$ cat config.mk
export PLATFORM = sky130hd
export DESIGN_NAME = voxel_neighbour_generator
export DESIGN_NICKNAME = d
export VERILOG_FILES = /design/src/hw/rtl/vng_pkg.sv /design/src/hw/rtl/vng_div.sv /design/src/hw/rtl/voxel_neighbour_generator.sv
export VERILOG_INCLUDE_DIRS = /design/src /design/src/hw/rtl
export SDC_FILE = /design/constraint.sdc
export NUM_CORES = 1
export LEC_CHECK = 0
export BUFFER_PORTS_ARGS = -buffer_cell sky130_fd_sc_hd__buf_4
export CORE_ASPECT_RATIO = 2
export CORE_MARGIN = 1.5
export CORE_UTILIZATION = 53
export CTS_BUF_LIST = sky130_fd_sc_hd__clkbuf_8
export CTS_CLUSTER_DIAMETER = 50
export DETAILED_ROUTE_END_ITERATION = 10
export GPL_TIMING_DRIVEN = 1
export MAX_ROUTING_LAYER = met4
export PLACE_DENSITY = 0.75
export SLEW_MARGIN = 0
export SYNTH_ARGS = -nofsm -noshare
export SYNTH_HDL_FRONTEND = slang
export SYNTH_SLANG_ARGS = --single-unit
$ cat constraint.sdc
create_clock -name clk -period 5.7 [get_ports clk]
set_input_delay 1.14 -clock clk [delete_from_list [all_inputs] [get_ports clk]]
set_output_delay 1.14 -clock clk [all_outputs]
set_load 0.1 [all_outputs]
$ cat src/hw/rtl/voxel_neighbour_generator_defines.svh
// ---------------------------------------------------------------------------
// Voxel neighbour generator assertion macros
// Shorthand for the concurrent checks at the end of the top level.
// ---------------------------------------------------------------------------
`ifndef VOXEL_NEIGHBOUR_GENERATOR_DEFINES_SVH
`define VOXEL_NEIGHBOUR_GENERATOR_DEFINES_SVH

// same-cycle implication, clocked on clk, off during reset
`define VNG_ASSERT_NOW(name, pre, post) \
	name: assert property (@(posedge clk) disable iff (!arst_n) (pre) |-> (post)) \
		else $error("voxel neighbour generator: check failed");

// next-cycle implication, clocked on clk, off during reset
`define VNG_ASSERT_NEXT(name, pre, post) \
	name: assert property (@(posedge clk) disable iff (!arst_n) (pre) |=> (post)) \
		else $error("voxel neighbour generator: check failed");

`endif

$ cat src/hw/rtl/vng_pkg.sv
// ---------------------------------------------------------------------------
// Voxel neighbour generator package
// Shared widths, codes, state type and offset helpers.
// ---------------------------------------------------------------------------
`timescale 1ns / 1ps
`default_nettype none

package vng_pkg;

	localparam int ID_W         = 24;
	localparam int CFG_W        = 9;
	localparam int APB_DW       = 32;
	localparam int PADDR_W      = 4;
	localparam int AXIS_MAX_DEF = 256;
	localparam int DIV_CNT_W    = $clog2(ID_W);
	localparam int STEP_W       = 5;

	// register index, paddr[3:2]
	localparam logic [1:0] REG_COL   = 2'd0;
	localparam logic [1:0] REG_ROW   = 2'd1;
	localparam logic [1:0] REG_LAYER = 2'd2;

	localparam logic [STEP_W-1:0] FACE_LAST = STEP_W'(5);
	localparam logic [STEP_W-1:0] DIAG_LAST = STEP_W'(26);

	typedef enum logic [1:0] {
		STATUS_OK   = 2'd0,
		STATUS_NONE = 2'd1,
		STATUS_BAD  = 2'd2
	} status_t;

	typedef enum logic [2:0] {
		ST_IDLE,
		ST_DIV_COL,
		ST_DIV_ROW,
		ST_CHECK,
		ST_SCAN,
		ST_FLUSH
	} state_t;

	typedef enum logic [1:0] {
		OFS_NEG  = 2'd0,
		OFS_ZERO = 2'd1,
		OFS_POS  = 2'd2
	} ofs_t;

	typedef struct packed {
		ofs_t c;
		ofs_t r;
		ofs_t l;
	} ofs3_t;

	// face order: row-1, row+1, col-1, col+1, layer-1, layer+1
	function automatic ofs3_t face_ofs(logic [2:0] idx);
		ofs3_t o;
		o = '{c: OFS_ZERO, r: OFS_ZERO, l: OFS_ZERO};
		unique case (idx)
			3'd0: o.r = OFS_NEG;
			3'd1: o.r = OFS_POS;
			3'd2: o.c = OFS_NEG;
			3'd3: o.c = OFS_POS;
			3'd4: o.l = OFS_NEG;
			3'd5: o.l = OFS_POS;
			default: o = '{c: OFS_ZERO, r: OFS_ZERO, l: OFS_ZERO};
		endcase
		return o;
	endfunction

	// -1 -> 0 -> +1 -> -1
	function automatic ofs_t ofs_inc(ofs_t o);
		ofs_t n;
		unique case (o)
			OFS_NEG:  n = OFS_ZERO;
			OFS_ZERO: n = OFS_POS;
			default:  n = OFS_NEG;
		endcase
		return n;
	endfunction

endpackage

`default_nettype wire

$ cat src/hw/rtl/vng_div.sv
// ---------------------------------------------------------------------------
// Voxel neighbour generator divider
// Restoring radix-2 divider, one quotient bit per cycle.
// ---------------------------------------------------------------------------
`timescale 1ns / 1ps
`default_nettype none

module vng_div #(
	parameter int DVS_W = 9
) (
	input  wire logic                      clk,
	input  wire logic                      arst_n,
	input  wire logic                      start,
	input  wire logic [vng_pkg::ID_W-1:0]  dividend,
	input  wire logic [DVS_W-1:0]          divisor,
	output logic                           done,
	output logic [vng_pkg::ID_W-1:0]       quotient,
	output logic [DVS_W-1:0]               remainder
);

	logic [vng_pkg::ID_W-1:0]      quo_q;
	logic [DVS_W-1:0]              rem_q;
	logic [DVS_W-1:0]              dvs_q;
	logic [vng_pkg::DIV_CNT_W-1:0] cnt_q;
	logic                          run_q;
	logic                          done_q;

	logic [DVS_W:0]   trial;
	logic             fits;
	logic [DVS_W-1:0] rem_nxt;

	always_comb begin
		trial   = {rem_q, quo_q[vng_pkg::ID_W-1]};
		fits    = trial >= {1'b0, dvs_q};
		rem_nxt = fits ? DVS_W'(trial - {1'b0, dvs_q}) : trial[DVS_W-1:0];
	end

	always_ff @(posedge clk or negedge arst_n) begin
		if (!arst_n) begin
			run_q  <= 1'b0;
			done_q <= 1'b0;
			cnt_q  <= '0;
		end else begin
			done_q <= 1'b0;
			if (start) begin
				run_q <= 1'b1;
				cnt_q <= '0;
			end else if (run_q) begin
				cnt_q <= cnt_q + vng_pkg::DIV_CNT_W'(1);
				if (cnt_q == vng_pkg::DIV_CNT_W'(vng_pkg::ID_W - 1)) begin
					run_q  <= 1'b0;
					done_q <= 1'b1;
				end
			end
		end
	end

	always_ff @(posedge clk) begin
		if (start) begin
			quo_q <= dividend;
			rem_q <= '0;
			dvs_q <= divisor;
		end else if (run_q) begin
			quo_q <= {quo_q[vng_pkg::ID_W-2:0], fits};
			rem_q <= rem_nxt;
		end
	end

	assign done      = done_q;
	assign quotient  = quo_q;
	assign remainder = rem_q;

endmodule

`default_nettype wire

$ cat src/hw/rtl/voxel_neighbour_generator.sv
// ---------------------------------------------------------------------------
// Voxel neighbour generator
// Splits a linear cell id into column/row/layer and emits the ids of its
// in-grid face (6) or full (26) neighbours, one per strobe.
// ---------------------------------------------------------------------------
//
//  channel  | handshake                          | payload
//  ---------+------------------------------------+-------------------------------
//  request  | start & !busy                      | cell_id, allow_diagonal
//  result   | strobe (one cycle, no backpressure)| neighbour_id, status, is_last
//  config   | psel & penable & pwrite & pready   | paddr, pwdata / prdata
//
//  Sequencing: a shared restoring divider splits the id, two divides per
//  item (col, then row/layer), so the divider sets most of the latency.
//  busy drops while the last result is on the ports, so the next request
//  can be accepted at the edge that ends it.
//  Reset: arst_n clears control and sets all three sizes to 16.
//  The receiver cannot stall: every strobe is a completed transfer.
//
`timescale 1ns / 1ps
`default_nettype none
`include "voxel_neighbour_generator_defines.svh"

module voxel_neighbour_generator #(
	parameter int AXIS_MAX = vng_pkg::AXIS_MAX_DEF
) (
	input  wire logic                          clk,
	input  wire logic                          arst_n,
	// request
	input  wire logic                          start,
	output logic                               busy,
	input  wire logic [vng_pkg::ID_W-1:0]      cell_id,
	input  wire logic                          allow_diagonal,
	// result
	output logic                               strobe,
	output logic [vng_pkg::ID_W-1:0]           neighbour_id,
	output logic [1:0]                         status,
	output logic                               is_last,
	// config
	input  wire logic                          psel,
	input  wire logic                          penable,
	input  wire logic                          pwrite,
	input  wire logic [vng_pkg::PADDR_W-1:0]   paddr,
	input  wire logic [vng_pkg::APB_DW-1:0]    pwdata,
	output logic [vng_pkg::APB_DW-1:0]         prdata,
	output logic                               pready
);

	// AW holds an effective size (1..AXIS_MAX), CW a coordinate (0..AXIS_MAX-1)
	localparam int AW = $clog2(AXIS_MAX + 1);
	localparam int CW = $clog2(AXIS_MAX);
	localparam int EW = (AW > vng_pkg::CFG_W) ? AW : vng_pkg::CFG_W;
	localparam int PW = 2 * AW;
	// signed width for id + offsets; covers plane + row + 1 above the id
	localparam int SW = ((PW > vng_pkg::ID_W) ? PW : vng_pkg::ID_W) + 2;

	// ---------------- configuration registers ----------------
	logic [vng_pkg::CFG_W-1:0] col_q, row_q, layer_q;
	logic                      cfg_wr;

	assign pready = 1'b1;
	assign cfg_wr = psel && penable && pwrite && pready;

	always_ff @(posedge clk or negedge arst_n) begin
		if (!arst_n) begin
			col_q   <= vng_pkg::CFG_W'(16);
			row_q   <= vng_pkg::CFG_W'(16);
			layer_q <= vng_pkg::CFG_W'(16);
		end else if (cfg_wr) begin
			unique case (paddr[3:2])
				vng_pkg::REG_COL:   col_q   <= pwdata[vng_pkg::CFG_W-1:0];
				vng_pkg::REG_ROW:   row_q   <= pwdata[vng_pkg::CFG_W-1:0];
				vng_pkg::REG_LAYER: layer_q <= pwdata[vng_pkg::CFG_W-1:0];
				default: ;
			endcase
		end
	end

	always_comb begin
		unique case (paddr[3:2])
			vng_pkg::REG_COL:   prdata = vng_pkg::APB_DW'(col_q);
			vng_pkg::REG_ROW:   prdata = vng_pkg::APB_DW'(row_q);
			vng_pkg::REG_LAYER: prdata = vng_pkg::APB_DW'(layer_q);
			default:            prdata = '0;
		endcase
	end

	// zero acts as one, anything above AXIS_MAX as AXIS_MAX
	function automatic logic [AW-1:0] eff_size(logic [vng_pkg::CFG_W-1:0] v);
		logic [EW-1:0] w;
		w = EW'(v);
		if (w == '0)
			return AW'(1);
		else if (w > EW'(AXIS_MAX))
			return AW'(AXIS_MAX);
		else
			return AW'(w);
	endfunction

	logic [AW-1:0] nc, nr, nl;

	assign nc = eff_size(col_q);
	assign nr = eff_size(row_q);
	assign nl = eff_size(layer_q);

	// ---------------- shared divider ----------------
	logic                      div_start;
	logic [vng_pkg::ID_W-1:0]  div_dividend;
	logic [AW-1:0]             div_divisor;
	logic                      div_done;
	logic [vng_pkg::ID_W-1:0]  div_quo;
	logic [AW-1:0]             div_rem;

	vng_div #(
		.DVS_W (AW)
	) u_div (
		.clk       (clk),
		.arst_n    (arst_n),
		.start     (div_start),
		.dividend  (div_dividend),
		.divisor   (div_divisor),
		.done      (div_done),
		.quotient  (div_quo),
		.remainder (div_rem)
	);

	// ---------------- item state ----------------
	vng_pkg::state_t           state_q, state_nxt;
	logic [vng_pkg::ID_W-1:0]  id_q;
	logic                      diag_q;
	logic [PW-1:0]             plane_q;
	logic [CW-1:0]             c_q, r_q, l_q;
	logic [vng_pkg::STEP_W-1:0] step_q;
	vng_pkg::ofs_t             ofs_c_q, ofs_r_q, ofs_l_q;
	logic                      pend_vld_q;
	logic [vng_pkg::ID_W-1:0]  pend_q;

	logic accept;
	logic id_bad;
	logic last_pos;
	logic pos_ok;

	assign accept = start && !busy;
	assign busy   = (state_q != vng_pkg::ST_IDLE);
	// layer index past the grid means the id was out of range
	assign id_bad = div_quo >= vng_pkg::ID_W'(nl);

	// ---------------- neighbour scan datapath ----------------
	function automatic logic axis_ok(vng_pkg::ofs_t o, logic [CW-1:0] x, logic [AW-1:0] n);
		logic ok;
		unique case (o)
			vng_pkg::OFS_NEG:  ok = (x != '0);
			vng_pkg::OFS_ZERO: ok = 1'b1;
			vng_pkg::OFS_POS:  ok = (AW'(x) + AW'(1)) < n;
			default:           ok = 1'b0;
		endcase
		return ok;
	endfunction

	function automatic logic signed [SW-1:0] term(vng_pkg::ofs_t o, logic signed [SW-1:0] v);
		logic signed [SW-1:0] t;
		unique case (o)
			vng_pkg::OFS_NEG: t = -v;
			vng_pkg::OFS_POS: t = v;
			default:          t = '0;
		endcase
		return t;
	endfunction

	vng_pkg::ofs3_t        cur;
	logic signed [SW-1:0]  id_s, pl_s, nc_s, one_s, sum;
	logic                  centre;

	always_comb begin
		if (diag_q)
			cur = '{c: ofs_c_q, r: ofs_r_q, l: ofs_l_q};
		else
			cur = vng_pkg::face_ofs(step_q[2:0]);
		centre = (cur.c == vng_pkg::OFS_ZERO) && (cur.r == vng_pkg::OFS_ZERO) &&
			(cur.l == vng_pkg::OFS_ZERO);
		pos_ok = axis_ok(cur.c, c_q, nc) && axis_ok(cur.r, r_q, nr) &&
			axis_ok(cur.l, l_q, nl) && !centre;
		last_pos = diag_q ? (step_q == vng_pkg::DIAG_LAST) : (step_q == vng_pkg::FACE_LAST);
		id_s  = $signed(SW'(id_q));
		pl_s  = $signed(SW'(plane_q));
		nc_s  = $signed(SW'(nc));
		one_s = $signed(SW'(1));
		// neighbour id = id + dl*plane + dr*cols + dc, kept to 24 bits
		sum = id_s + term(cur.l, pl_s) + term(cur.r, nc_s) + term(cur.c, one_s);
	end

	// ---------------- sequencer: next state ----------------
	always_comb begin
		state_nxt = state_q;
		unique case (state_q)
			vng_pkg::ST_IDLE:    if (start) state_nxt = vng_pkg::ST_DIV_COL;
			vng_pkg::ST_DIV_COL: if (div_done) state_nxt = vng_pkg::ST_DIV_ROW;
			vng_pkg::ST_DIV_ROW: if (div_done) state_nxt = vng_pkg::ST_CHECK;
			vng_pkg::ST_CHECK:   state_nxt = id_bad ? vng_pkg::ST_IDLE : vng_pkg::ST_SCAN;
			vng_pkg::ST_SCAN:    if (last_pos) state_nxt = vng_pkg::ST_FLUSH;
			vng_pkg::ST_FLUSH:   state_nxt = vng_pkg::ST_IDLE;
			default:             state_nxt = vng_pkg::ST_IDLE;
		endcase
	end

	// ---------------- sequencer: outputs ----------------
	logic                     cap_c, cap_rl, scan_run, pend_load;
	logic                     emit, emit_last;
	logic [vng_pkg::ID_W-1:0] emit_id;
	vng_pkg::status_t         emit_st;

	always_comb begin
		div_start    = 1'b0;
		div_dividend = cell_id;
		div_divisor  = nc;
		cap_c        = 1'b0;
		cap_rl       = 1'b0;
		scan_run     = 1'b0;
		pend_load    = 1'b0;
		emit         = 1'b0;
		emit_last    = 1'b0;
		emit_id      = '0;
		emit_st      = vng_pkg::STATUS_OK;
		unique case (state_q)
			vng_pkg::ST_IDLE: begin
				div_start = start;
			end
			vng_pkg::ST_DIV_COL: begin
				// column = id mod cols; quotient goes on for row and layer
				div_dividend = div_quo;
				div_divisor  = nr;
				div_start    = div_done;
				cap_c        = div_done;
			end
			vng_pkg::ST_DIV_ROW: ;
			vng_pkg::ST_CHECK: begin
				cap_rl = 1'b1;
				if (id_bad) begin
					emit      = 1'b1;
					emit_last = 1'b1;
					emit_st   = vng_pkg::STATUS_BAD;
				end
			end
			vng_pkg::ST_SCAN: begin
				// hold one found neighbour back so the final one gets is_last
				scan_run  = 1'b1;
				pend_load = pos_ok;
				emit      = pos_ok && pend_vld_q;
				emit_id   = pend_q;
			end
			vng_pkg::ST_FLUSH: begin
				emit      = 1'b1;
				emit_last = 1'b1;
				emit_id   = pend_vld_q ? pend_q : '0;
				emit_st   = pend_vld_q ? vng_pkg::STATUS_OK : vng_pkg::STATUS_NONE;
			end
			default: ;
		endcase
	end

	// ---------------- registers ----------------
	always_ff @(posedge clk or negedge arst_n) begin
		if (!arst_n) begin
			state_q    <= vng_pkg::ST_IDLE;
			pend_vld_q <= 1'b0;
			step_q     <= '0;
			ofs_c_q    <= vng_pkg::OFS_NEG;
			ofs_r_q    <= vng_pkg::OFS_NEG;
			ofs_l_q    <= vng_pkg::OFS_NEG;
		end else begin
			state_q <= state_nxt;
			if (cap_rl) begin
				pend_vld_q <= 1'b0;
				step_q     <= '0;
				ofs_c_q    <= vng_pkg::OFS_NEG;
				ofs_r_q    <= vng_pkg::OFS_NEG;
				ofs_l_q    <= vng_pkg::OFS_NEG;
			end else if (scan_run) begin
				if (pend_load)
					pend_vld_q <= 1'b1;
				step_q  <= step_q + vng_pkg::STEP_W'(1);
				// layer innermost, then row, column outermost
				ofs_l_q <= vng_pkg::ofs_inc(ofs_l_q);
				if (ofs_l_q == vng_pkg::OFS_POS) begin
					ofs_r_q <= vng_pkg::ofs_inc(ofs_r_q);
					if (ofs_r_q == vng_pkg::OFS_POS)
						ofs_c_q <= vng_pkg::ofs_inc(ofs_c_q);
				end
			end
		end
	end

	always_ff @(posedge clk) begin
		if (accept) begin
			id_q    <= cell_id;
			diag_q  <= allow_diagonal;
			plane_q <= PW'(nc) * PW'(nr);
		end
		if (cap_c)
			c_q <= div_rem[CW-1:0];
		if (cap_rl) begin
			r_q <= div_rem[CW-1:0];
			l_q <= div_quo[CW-1:0];
		end
		if (pend_load)
			pend_q <= sum[vng_pkg::ID_W-1:0];
	end

	// ---------------- result register ----------------
	logic                     strobe_q;
	logic [vng_pkg::ID_W-1:0] nid_q;
	vng_pkg::status_t         status_q;
	logic                     last_q;

	always_ff @(posedge clk or negedge arst_n) begin
		if (!arst_n)
			strobe_q <= 1'b0;
		else
			strobe_q <= emit;
	end

	always_ff @(posedge clk) begin
		if (emit) begin
			nid_q    <= emit_id;
			status_q <= emit_st;
			last_q   <= emit_last;
		end
	end

	assign strobe       = strobe_q;
	assign neighbour_id = nid_q;
	assign status       = status_q;
	assign is_last      = last_q;

	// ---------------- assertions ----------------
	`VNG_ASSERT_NOW(a_err_is_last, strobe && (status != vng_pkg::STATUS_OK), is_last)
	`VNG_ASSERT_NOW(a_err_zero_id, strobe && (status != vng_pkg::STATUS_OK), neighbour_id == '0)
	`VNG_ASSERT_NOW(a_mid_result_busy, strobe && !is_last, busy)
	`VNG_ASSERT_NEXT(a_gap_after_last, strobe && is_last, !strobe)

endmodule

`default_nettype wire

==> summary.txt <==
run status = completed
row count = 88
first-pass GRT wire length = 62.2 mm
Post-Synth XOR/XNOR Area = 0.0469
Worst Skew = 28.7 ps
Clock transition at path regs = 60 ps
main flop type after synthesis = edfxtp_1
CP startpoint kind = flip-flop
unrepaired setup endpoints after global routing = false
IO buf count = 79
final setup fails = 0
largest family of logic cells by synthesized area = adder cells
Final nets = 1979
WHS Path Cells = 2
post-route ant nets = 0
root buf cell = clkbuf_8
Reg2Reg Depth = 18
Hold WC Path Type = reg2reg
most common library cells after synthesis = inv_1 (221), nand2_1 (199), edfxtp_1 (151), ha_1 (118), nor2_1 (118)
maximum root-to-sink buffer count = 3
Period minus WS final = 5300 ps
Worst IR Drop VDD = 275 uV
most frequent cell after synthesis = inv_1
CTS tree = built
pre-CTS setup slack = 316 ps
Core Area = 28700 sq um
Post-synth ARST share = 0.238
Min-Delay Endpoint = u_div.remainder[8]
Logic pwr share = 0.551
reg-to-reg critical path endpoint = pend_q[18]
proportion of layout cells with a drive suffix above 1 = 0.139
Post-Syn Area = 15500 sq um
Crit path arrival time = 5600 ps
Critical Path, Cell by Cell = nor4_1 -> a22oi_1 -> ha_1 -> or3_1 -> a21oi_1 -> fa_1 -> inv_1 -> fa_1 -> inv_1 -> ha_1 -> a211oi_1 -> o211ai_1 -> a31oi_1 -> buf_4 -> nor2_1 -> o21bai_1 -> o221ai_1 -> xor2_1
fin cells = 2082
PD cells = 485 nW/um^2
Tot GR Track Use = 0.281
Clk Latency, worst-skew pair = 570 ps
part of the power in registers = 0.294
vias per cell = 5.59
syn avg cell area = 9.88 sq um
WL final = 39.7 mm
final critical-path setup slack = 405 ps
ranking of synthesized cells by area = edfxtp_1 (29%), fa_1 (13%), ha_1 (9.5%)
total grt overflow = 0
total die area = 30300 sq um
area grow syn2layout = 12.4%
Cells after DPL = 2021
Worst Max-Slew Pin Slew = 809 ps
critical path's slowest cell = fa_1
Setup Total Neg Slack = 0 ps
max-cap violation count = 0
# diodes = 0
worst path required time = 6000 ps
CTS H-tree lvls = 2
total number of vias = 11628
crit end category = flip-flop
die height = 245 um
Die Width = 124 um
DPL Wire Length = 31.9 mm
hold path startpoint = u_div.remainder[8]
sequential share of the synthesized area = 0.386
initial antenna violation count = 0
WS Path Type = reg2reg
R2R Setup Slk = 400 ps
vias in the first global route = 12251
largest net degree at the start of global routing = 51
final hold violations = 0
DRC viols = 0
CP peak stage delay = 520 ps
Yosys reg bits = 210
Post-synth EDFFs = 151
compound-gate portion of the synthesized area = 0.0869
IO Count = 129
Yosys top cell by area = edfxtp_1
fmax = 0.189 GHz
RD Place Congestion = 0.957
P_leak = 7.99 nW
P_int = 4.75 mW
max-slew violations = 0
post-synthesis mux area share = 0.0314
Synth Warn # = 0
Tcrit/Tclk final = 0.929
Slew HR = 0.457
Starting Density = 0.539
layout filler cell count = 2384
P_sw = 3.68 mW
share of Yosys cell area claimed by the top area cell type = 0.293
Initial DRC Count = 526
Critical Path Fanout Max = 5
simple-gate share of the synthesized area = 0.150
DR pass1 iterations = 7
cts hold-fix bufs = 0
routed len/inst = 19.1 um
Clk network pwr share = 0.155
TritonCTS Buffers = 34
Mapped Cells = 1566
Yosys cell types = 68
Sw Ratio = 0.437
RR Startpoint = col_q[6]
Post-Synth Adder-Cell Area = 0.221
clock sink count = 210
worst hold margin = 490 ps
-- per-layer routing --
metal	GRT usage	vias up	routed length, um
met5	-	-	0
met4	0.227	0	3910
met3	0.0325	184	1440
met2	0.506	389	21500
met1	0.257	5608	12900
li1	-	5447	-
-- repair_timing --
action / in CTS / in global routing
endpoints found under the setup margin: 0 / 4
resized for setup: 0 / 4
setup buffers: 0 / 0
-- kinds of logic after synthesis --
logic type	Yosys count
compound gates	224
xor+xnor	82
fa+ha+maj	215
buf+inv	293
flops	210
mux	45
other cells	2
simple gates	495
-- worst max-delay path, delay by kind of cell (launching register included) --
kind / cells / cell delay (ps)
fa+ha+maj: 4 / 1510
flops: 1 / 440
compound gates: 7 / 1770
buf+inv: 3 / 380
simple gates: 3 / 800
xor+xnor: 1 / 170
-- stage by stage --
stage               area, sq um  utilization  power, mW
global placement          16700        0.582       6.87
finish                    17400        0.605       8.43
detailed placement        16700        0.582       7.09
global route              17400        0.605       9.09
CTS                       17400        0.605       8.44
floorplan                 15600            -       5.77
-- how the worst max path moves through the flow --
stage	from	endpoint	slack, ps
global placement	row_q[5]	plane_q[17]	370
detailed placement	col_q[8]	pend_q[22]	320
finish	col_q[6]	pend_q[18]	400
CTS	col_q[8]	pend_q[22]	270
floorplan	step_q[1]	pend_q[23]	300
global route	row_q[5]	plane_q[17]	70
-- state kept, by name (all words and copies together), names as in the netlist, 18 cells and up --
register	cells
id_q	24
neighbour_id	24
pend_q	24
plane_q	18
u_div.quotient	24
-- power by group through the flow --
stage / clock network (mW) / registers (mW) / logic, mW
after floorplan: 0 / 2.38 / 3.39
after global placement: 0 / 2.49 / 4.39
after detailed placement: 0 / 2.50 / 4.58
after CTS: 1.33 / 2.47 / 4.63
after global routing: 1.39 / 2.51 / 5.19
final: 1.31 / 2.48 / 4.64
-- cells in the final DEF (no fill, tap or decap), types with 7 or more instances in the layout --
master / instances
inv_1: 230
nand2_1: 199
edfxtp_1: 151
buf_4: 138
ha_1: 118
nor2_1: 115
fa_1: 97
o21ai_0: 83
a21oi_1: 62
xnor2_1: 49
dfrtp_1: 46
clkbuf_8: 39
xor2_1: 32
and2_1: 28
mux2_2: 28
nand3_1: 25
nor2b_1: 24
conb_1: 24
nand2b_1: 18
mux2i_1: 17
nor3_1: 16
nor4_1: 12
a21o_1: 12
nand4_1: 11
o31ai_1: 10
clkinv_1: 9
dfxtp_1: 9
o21a_1: 8
a211oi_1: 8
or3_1: 7
clkinv_2: 7
-- layout make-up --
class                   count  area, sq um  share of cell area
repair buffers            138         1040              0.0596
clock inverters            22          133             0.00763
clock buffers              39          537              0.0309
multi-input cells        1085         8410               0.484
inverters                 228          856              0.0492
well taps                 360          450              0.0259
flip-flops and latches    210         5970               0.343
Power figures use the tool's default switching activity.
